### config.mk
export PLATFORM = sky130hd
export DESIGN_NAME = serial_frame_checker_router
export DESIGN_NICKNAME = d
export VERILOG_FILES = /design/src/sv/sfcr_pkg.sv /design/src/sv/sfcr_cfg_regs.sv /design/src/sv/sfcr_frame_track.sv /design/src/sv/serial_frame_checker_router.sv
export SDC_FILE = /design/constraint.sdc
export NUM_CORES = 1
export LEC_CHECK = 0
export ABC_CLOCK_PERIOD_IN_PS = 8800
export BUFFER_PORTS_ARGS = -buffer_cell sky130_fd_sc_hd__buf_4
export CAP_MARGIN = 20
export CORE_ASPECT_RATIO = 1.1
export CORE_MARGIN = 2
export CORE_UTILIZATION = 55
export CTS_BUF_LIST = sky130_fd_sc_hd__clkbuf_8
export CTS_CLUSTER_DIAMETER = 30
export CTS_CLUSTER_SIZE = 30
export DETAILED_ROUTE_END_ITERATION = 10
export PLACE_DENSITY = 0.71
export SLEW_MARGIN = 25
export SYNTH_ARGS = -nofsm -noshare
export SYNTH_HDL_FRONTEND = slang
export SYNTH_HIERARCHICAL = 1
export SYNTH_SLANG_ARGS = --single-unit
### constraint.sdc
create_clock -name i_clk -period 8.8 [get_ports i_clk]
set_input_delay 0.88 -clock i_clk [delete_from_list [all_inputs] [get_ports i_clk]]
set_output_delay 0.88 -clock i_clk [all_outputs]
set_load 0.005 [all_outputs]
### src/sv/sfcr_pkg.sv
// Types and constants shared by the serial frame checker and router.
// No dependencies; every other file imports this package.
package sfcr_pkg;

    localparam logic [7:0] SYNC_FIRST  = 8'hFF;
    localparam logic [7:0] SYNC_SECOND = 8'h55;
    localparam logic [7:0] MIN_LENGTH  = 8'd3;

    localparam int unsigned CFG_IDX_W = 2;

    typedef enum logic [CFG_IDX_W-1:0] {
        CFG_ACK_INTENT = 2'd0,
        CFG_APP_A      = 2'd1,
        CFG_APP_B      = 2'd2,
        CFG_APP_C      = 2'd3
    } t_cfg_idx;

    typedef enum logic [1:0] {
        ROUTE_DROP = 2'd0,
        ROUTE_ACK  = 2'd1,
        ROUTE_APP  = 2'd2
    } t_route;

    localparam int unsigned ERR_SYNC   = 0;
    localparam int unsigned ERR_LENGTH = 1;
    localparam int unsigned ERR_CSUM   = 2;

    typedef struct packed {
        logic [7:0] rx_byte;
        logic       frame_start;
    } t_in_req;

    typedef struct packed {
        logic [2:0] error_flags;
        logic [7:0] frame_intent;
        logic [7:0] frame_counter;
        logic [7:0] body_length;
        logic [1:0] route;
        logic       ack_request;
    } t_out_rsp;

    typedef struct packed {
        logic [7:0] ack_intent_code;
        logic [7:0] app_intent_a;
        logic [7:0] app_intent_b;
        logic [7:0] app_intent_c;
    } t_cfg;

endpackage

### src/sv/sfcr_cfg_regs.sv
// Configuration registers of the frame checker: intent codes for routing.
// Depends on sfcr_pkg.
module sfcr_cfg_regs
    import sfcr_pkg::*;
(
    input  logic                 i_clk,
    input  logic                 i_rst_n,
    input  logic                 i_cfg_we,
    input  logic [CFG_IDX_W-1:0] i_cfg_idx,
    input  logic [7:0]           i_cfg_data,
    output t_cfg                 o_cfg
);

    t_cfg r_cfg;
    t_cfg n_cfg;

    always_comb begin
        n_cfg = r_cfg;
        if (i_cfg_we) begin
            case (t_cfg_idx'(i_cfg_idx))
                CFG_ACK_INTENT: n_cfg.ack_intent_code = i_cfg_data;
                CFG_APP_A:      n_cfg.app_intent_a    = i_cfg_data;
                CFG_APP_B:      n_cfg.app_intent_b    = i_cfg_data;
                CFG_APP_C:      n_cfg.app_intent_c    = i_cfg_data;
                default:        n_cfg = r_cfg;
            endcase
        end
    end

    always_ff @(posedge i_clk) begin
        if (!i_rst_n) begin
            r_cfg <= '0;
        end else begin
            r_cfg <= n_cfg;
        end
    end

    assign o_cfg = r_cfg;

endmodule

### src/sv/sfcr_frame_track.sv
// Frame state tracker: byte position, length, body sum, counter and intent,
// plus the verdict formed on the checksum byte. Depends on sfcr_pkg.
module sfcr_frame_track
    import sfcr_pkg::*;
(
    input  logic     i_clk,
    input  logic     i_rst_n,
    input  logic     i_accept,
    input  t_in_req  i_req,
    input  t_cfg     i_cfg,
    output logic     o_verdict,
    output t_out_rsp o_rsp
);

    logic       r_in_frame;
    logic [8:0] r_pos;
    logic [7:0] r_len;
    logic [7:0] r_sum;
    logic       r_sync_bad;
    logic [7:0] r_cnt;
    logic [7:0] r_intent;

    logic       n_in_frame;
    logic [8:0] n_pos;
    logic [7:0] n_len;
    logic [7:0] n_sum;
    logic       n_sync_bad;
    logic [7:0] n_cnt;
    logic [7:0] n_intent;

    logic       b_in_frame;
    logic [8:0] b_pos;
    logic [7:0] b_len;
    logic [7:0] b_sum;
    logic       b_sync_bad;
    logic [7:0] b_cnt;
    logic [7:0] b_intent;
    logic [8:0] csum_pos;
    logic [7:0] csum_exp;
    logic [2:0] err;
    logic       verdict;
    t_out_rsp   rsp;

    always_comb begin
        // restart on a start marker
        if (i_req.frame_start) begin
            b_in_frame = 1'b1;
            b_pos      = '0;
            b_len      = '0;
            b_sum      = '0;
            b_sync_bad = 1'b0;
            b_cnt      = '0;
            b_intent   = '0;
        end else begin
            b_in_frame = r_in_frame;
            b_pos      = r_pos;
            b_len      = r_len;
            b_sum      = r_sum;
            b_sync_bad = r_sync_bad;
            b_cnt      = r_cnt;
            b_intent   = r_intent;
        end

        csum_pos = {1'b0, b_len} + 9'd3;
        csum_exp = 8'h00 - b_sum;

        n_in_frame = b_in_frame;
        n_pos      = b_pos;
        n_len      = b_len;
        n_sum      = b_sum;
        n_sync_bad = b_sync_bad;
        n_cnt      = b_cnt;
        n_intent   = b_intent;
        verdict    = 1'b0;

        if (b_in_frame) begin
            n_pos = b_pos + 9'd1;
            if (b_pos == 9'd0) begin
                if (i_req.rx_byte != SYNC_FIRST) n_sync_bad = 1'b1;
            end else if (b_pos == 9'd1) begin
                if (i_req.rx_byte != SYNC_SECOND) n_sync_bad = 1'b1;
            end else if (b_pos == 9'd2) begin
                n_len = i_req.rx_byte;
            end else if (b_pos < csum_pos) begin
                n_sum = b_sum + i_req.rx_byte;
                if (b_pos == 9'd3) n_cnt = i_req.rx_byte;
                if (b_pos == 9'd4) n_intent = i_req.rx_byte;
            end else begin
                verdict    = 1'b1;
                n_in_frame = 1'b0;
                n_pos      = '0;
            end
        end

        err             = '0;
        err[ERR_SYNC]   = b_sync_bad;
        err[ERR_LENGTH] = (b_len < MIN_LENGTH);
        err[ERR_CSUM]   = (i_req.rx_byte != csum_exp);

        rsp.error_flags   = err;
        rsp.frame_intent  = b_intent;
        rsp.frame_counter = b_cnt;
        rsp.body_length   = b_len;
        rsp.route         = ROUTE_DROP;
        rsp.ack_request   = 1'b0;
        if (err == 3'd0) begin
            if (b_intent == i_cfg.ack_intent_code) begin
                rsp.route = ROUTE_ACK;
            end else begin
                rsp.ack_request = 1'b1;
                if (b_intent == i_cfg.app_intent_a || b_intent == i_cfg.app_intent_b ||
                    b_intent == i_cfg.app_intent_c) begin
                    rsp.route = ROUTE_APP;
                end
            end
        end
    end

    always_ff @(posedge i_clk) begin
        if (!i_rst_n) begin
            r_in_frame <= 1'b0;
            r_pos      <= '0;
            r_len      <= '0;
            r_sum      <= '0;
            r_sync_bad <= 1'b0;
            r_cnt      <= '0;
            r_intent   <= '0;
        end else if (i_accept) begin
            r_in_frame <= n_in_frame;
            r_pos      <= n_pos;
            r_len      <= n_len;
            r_sum      <= n_sum;
            r_sync_bad <= n_sync_bad;
            r_cnt      <= n_cnt;
            r_intent   <= n_intent;
        end
    end

    assign o_verdict = verdict;
    assign o_rsp     = rsp;

endmodule

### src/sv/serial_frame_checker_router.sv
// Top level of the serial frame checker and router.
// Depends on sfcr_pkg, sfcr_cfg_regs and sfcr_frame_track.
//
// Usage:
//   Input channel (i_valid / o_ready / i_req) carries one frame byte per request
//   with a start-of-frame mark. Frames are FF 55, length L, L body bytes, checksum.
//   Output channel (o_valid / i_ready / o_rsp) carries one verdict per completed
//   frame: error flags, intent, counter, length, route and ACK request.
//   Configuration port (i_cfg_we / i_cfg_idx / i_cfg_data) sets the ACK code and
//   the three application intent codes; write only while the block is idle.
// Timing:
//   One byte is accepted per cycle while o_ready is high. The verdict appears in
//   the result register in the cycle after the checksum byte is accepted; the frame
//   state and verdict logic sit between the incoming request and that register.
//   o_ready is high whenever the result register is empty or being drained.
// Reset:
//   Synchronous, active low. Clears frame state, the result valid flag and all
//   intent codes; the block is idle and ignores bytes until a start mark.
// Stall:
//   While i_ready is low a held verdict stays put and o_ready stays low, so no
//   byte is accepted until the verdict is taken.
module serial_frame_checker_router
    import sfcr_pkg::*;
(
    input  logic                 i_clk,
    input  logic                 i_rst_n,
    input  logic                 i_valid,
    output logic                 o_ready,
    input  t_in_req              i_req,
    output logic                 o_valid,
    input  logic                 i_ready,
    output t_out_rsp             o_rsp,
    input  logic                 i_cfg_we,
    input  logic [CFG_IDX_W-1:0] i_cfg_idx,
    input  logic [7:0]           i_cfg_data
);

    t_cfg     cfg;
    logic     accept;
    logic     verdict;
    t_out_rsp rsp;
    logic     ready;

    logic     r_out_valid;
    t_out_rsp r_out_rsp;

    // stall input while a held verdict waits
    assign ready  = !r_out_valid || i_ready;
    assign accept = i_valid && ready;

    sfcr_cfg_regs u_cfg (
        .i_clk      (i_clk),
        .i_rst_n    (i_rst_n),
        .i_cfg_we   (i_cfg_we),
        .i_cfg_idx  (i_cfg_idx),
        .i_cfg_data (i_cfg_data),
        .o_cfg      (cfg)
    );

    sfcr_frame_track u_track (
        .i_clk     (i_clk),
        .i_rst_n   (i_rst_n),
        .i_accept  (accept),
        .i_req     (i_req),
        .i_cfg     (cfg),
        .o_verdict (verdict),
        .o_rsp     (rsp)
    );

    always_ff @(posedge i_clk) begin
        if (!i_rst_n) begin
            r_out_valid <= 1'b0;
        end else if (accept && verdict) begin
            r_out_valid <= 1'b1;
        end else if (i_ready) begin
            r_out_valid <= 1'b0;
        end
    end

    always_ff @(posedge i_clk) begin
        if (accept && verdict) begin
            r_out_rsp <= rsp;
        end
    end

    assign o_ready = ready;
    assign o_valid = r_out_valid;
    assign o_rsp   = r_out_rsp;

endmodule

==> impl_metrics.csv <==
group,metric,value,unit
critical_path,crit_chain,"buf_4, inv_1, nand2_1, ha_1, nor2_1, and3_1, xnor2_1, ha_1, a21o_1, a21o_1, a21o_1, nor4_4, nor3b_2, mux2i_1",
placement,place_ws,3560,ps
routing,drt_iter0_drc,419,
layout,drive_gt1_share,12.6,%
critical_path,crit_fanout,80,
global_routing,grt_pass1_wl,22500,um
clock_network,clk_path_buf_depth,2,
critical_path,crit_slowest_cell,"nor3b_2",
logic_synthesis,synthFlopType,"dfxtp_1",
routing,ant_nets,0,
logic_synthesis,yosysTopAreaCell,"dfxtp_1",
sta,rsz0062_at_grt,"no",
layout,diodes,0,
sta,period_needed,4940,ps
sta,hold_viol_final,0,
critical_path,critPathKind,"input port to flop",
logic_synthesis,yosys-top-cells-area,"dfxtp_1, edfxtp_1, mux2i_1",
power,peakVddDrop,0.0000887,V
sta,slew_headroom,33.2,%
clock_network,cts_tree,"built",
job,max_cap_violations,0,
critical_path,rrSetupSlack,4800,ps
routing,routed_wirelength,13600,um
clock_network,insertion_delay,370,ps
sta,slew_viol_final,0,
die,die_x,103,um
placement,port_buffers,55,
die,chipHeight,113,um
layout,design_area,6590,um^2
sta,fin_skew,10.8,ps
logic_synthesis,synth_warnings,6,
layout,area_growth,10.3,%
critical_path,max_stage_delay,770,ps
power,power.total,0.000911,W
logic_synthesis,mappedNetlistArea,5970,um^2
logic_synthesis,synth_top_area_share,25.5,%
hold_path,min_path_type,"flop to flop",
global_routing,antenna_found_initial,0,
routing,routed-via-count,4842,
sta,layout_setup_ws,3860,ps
global_routing,grt_pass1_vias,4510,
critical_path,crit_top_cell,"a21o_1",
critical_path,cp.required,9090,ps
die,die_area,11700,um^2
die,rows,39,
sta,worstMarginPinSlew,1000,ps
clock_network,ctsHtreeMaxLevel,3,
critical_path,critical_path.endpoint_type,"flop",
sta,fin_tns_setup,0,ps
logic_synthesis,avgSynthCellArea,9.36,um^2
clock_network,cts_resized,0,
logic_synthesis,syn_nets,685,
placement,placed_area,6380,um^2
die,core_area,10500,um^2
critical_path,crit_arrival,5220,ps
logic_synthesis,yosysSeqAreaShare,40.5,%
routing,route.detailed.drc,0,
logic_synthesis,synth_cell_types,65,
die,initial_core_util,56.9,%
logic_synthesis,synth_edf_count,30,
sta,fin_crit_sh,56.1,%
placement,gp_congestion,0.886,
routing,post_drt_wl_per_cell,16.7,um
routing,viasPerCell,5.94,
clock_network,cts_made_buffers,9,
layout,utilization,62.8,%
logic_synthesis,synthArstFlopShare,0,%
die,io_pins,56,
clock_network,post_cts.repair.setup_buffers,0,
clock_network,cts_root_buf,"clkbuf_8",
clock_network,cts.hold.buffers_added,0,
power,power_leakage,2.51,nW
power,power_density,138,nW/um^2
logic_synthesis,ys_seq_elements,106,
clock_network,cts_sinks,106,
sta,max_freq,0.203,GHz
routing,drtPass1Iterations,5,
layout,nets,714,
placement,place_hpwl,9670,um
sta,finalSetupViolations,0,
outcome,outcome,"completed",
logic_synthesis,syn-instance-count,638,
global_routing,grt_max_degree,81,
global_routing,overflow,0,
critical_path,start_kind,"input port",
clock_network,cts.clk_slew.worst_paths,90,ps
global_routing,grt_usage,24.3,%
-- routing by layer --
metal	vias to the layer above	wire (um)	track usage [%]
li1	2358	-	-
met3	10	799	4.57
met1	2306	6640	36.8
met4	0	119	6.40
met2	168	6090	35.3
met5	-	0	0
-- cells in the mapped netlist (all sizes together), types with 4 or more instances --
| library cell | count |
|---|---|
| and3 | 4 |
| nand3b | 8 |
| nor4bb | 15 |
| nand2b | 4 |
| a22o | 8 |
| nor4 | 5 |
| o21bai | 4 |
| clkbuf | 22 |
| xnor2 | 24 |
| dfxtp | 76 |
| o21ai | 10 |
| nor3 | 10 |
| xor2 | 14 |
| nand3 | 30 |
| nand4 | 11 |
| a21o | 5 |
| ha | 22 |
| nand2 | 72 |
| a31oi | 16 |
| buf | 15 |
| inv | 15 |
| mux2i | 52 |
| nor2 | 50 |
| o32ai | 14 |
| nor2b | 45 |
| a21oi | 22 |
| edfxtp | 30 |
-- per-stage QoR --
stage | cells | hold slack (ps)
final | 815 | 482
after detailed placement | 799 | 466
after CTS | 815 | 481
after global routing | 815 | 497
after global placement | 799 | 455
after floorplan | 638 | 442
-- power breakdown --
part	internal [W]	leakage [nW]	switching, W	total (W)
logic	0.0000305	1.55	0.0000469	0.0000774
clock network	0.000158	0.114	0.000163	0.000321
registers	0.000505	0.846	0.00000778	0.000513
total	0.000694	2.51	0.000218	0.000911
-- area by class of cell --
| class | count | area, um^2 |
|---|---|---|
| well taps | 143 | 179 |
| clock buffers | 9 | 124 |
| fillers | 872 | 3900 |
| repair buffers | 55 | 413 |
| inverters | 16 | 60.1 |
| multi-input cells | 479 | 3310 |
| flip-flops and latches | 106 | 2420 |
| clock inverters | 7 | 85.1 |
-- worst paths after layout --
kind                      end  cells after the start              from
min           u_cfg/o_cfg[23]                      2   u_cfg/o_cfg[23]
max          u_track/r_cnt[0]                     14          i_req[0]
min reg2reg   u_cfg/o_cfg[23]                      2   u_cfg/o_cfg[23]
max reg2reg  u_track/r_cnt[0]                     13  u_track/r_len[1]
-- sequential cells by signal, indices dropped and copies added, names as in the netlist --
signal              count
u_track/r_cnt           8
u_track/r_intent        8
u_track/r_len           8
u_track/r_sum           8
o_rsp                  30
u_track/r_in_frame      1
u_track/r_sync_bad      1
o_valid                 1
u_track/r_pos           9
u_cfg/o_cfg            32
-- kinds of logic after synthesis --
family	count (synthesis)	share of synthesized area, %
multiplexers	55	9.28
AO/OA/AOI/OAI	95	11.2
adder cells (fa/ha/maj)	23	4.94
XOR/XNOR	38	5.57
buffers and inverters	53	4.06
flip-flops	106	40.5
AND/OR/NAND/NOR	268	24.4
-- critical path: cells and delay by family --
family | cells | cell delay (ps)
simple gates | 5 | 1900
buf+inv | 2 | 930
compound gates | 3 | 560
fa+ha+maj | 2 | 460
mux | 1 | 270
xor+xnor | 1 | 170
-- layout by cell type, fill, tap and decap left out, drive strengths merged, types with 11 or more instances in the layout --
master / count
xor2: 14
mux2i: 52
a31oi: 16
xnor2: 24
nand3: 30
nand4: 11
ha: 22
dfxtp: 76
nand2: 72
inv: 18
a21oi: 22
buf: 55
nor2: 50
nor2b: 45
edfxtp: 30
nor4bb: 15
o32ai: 14
No activity file was read; power rests on OpenSTA's default activity.
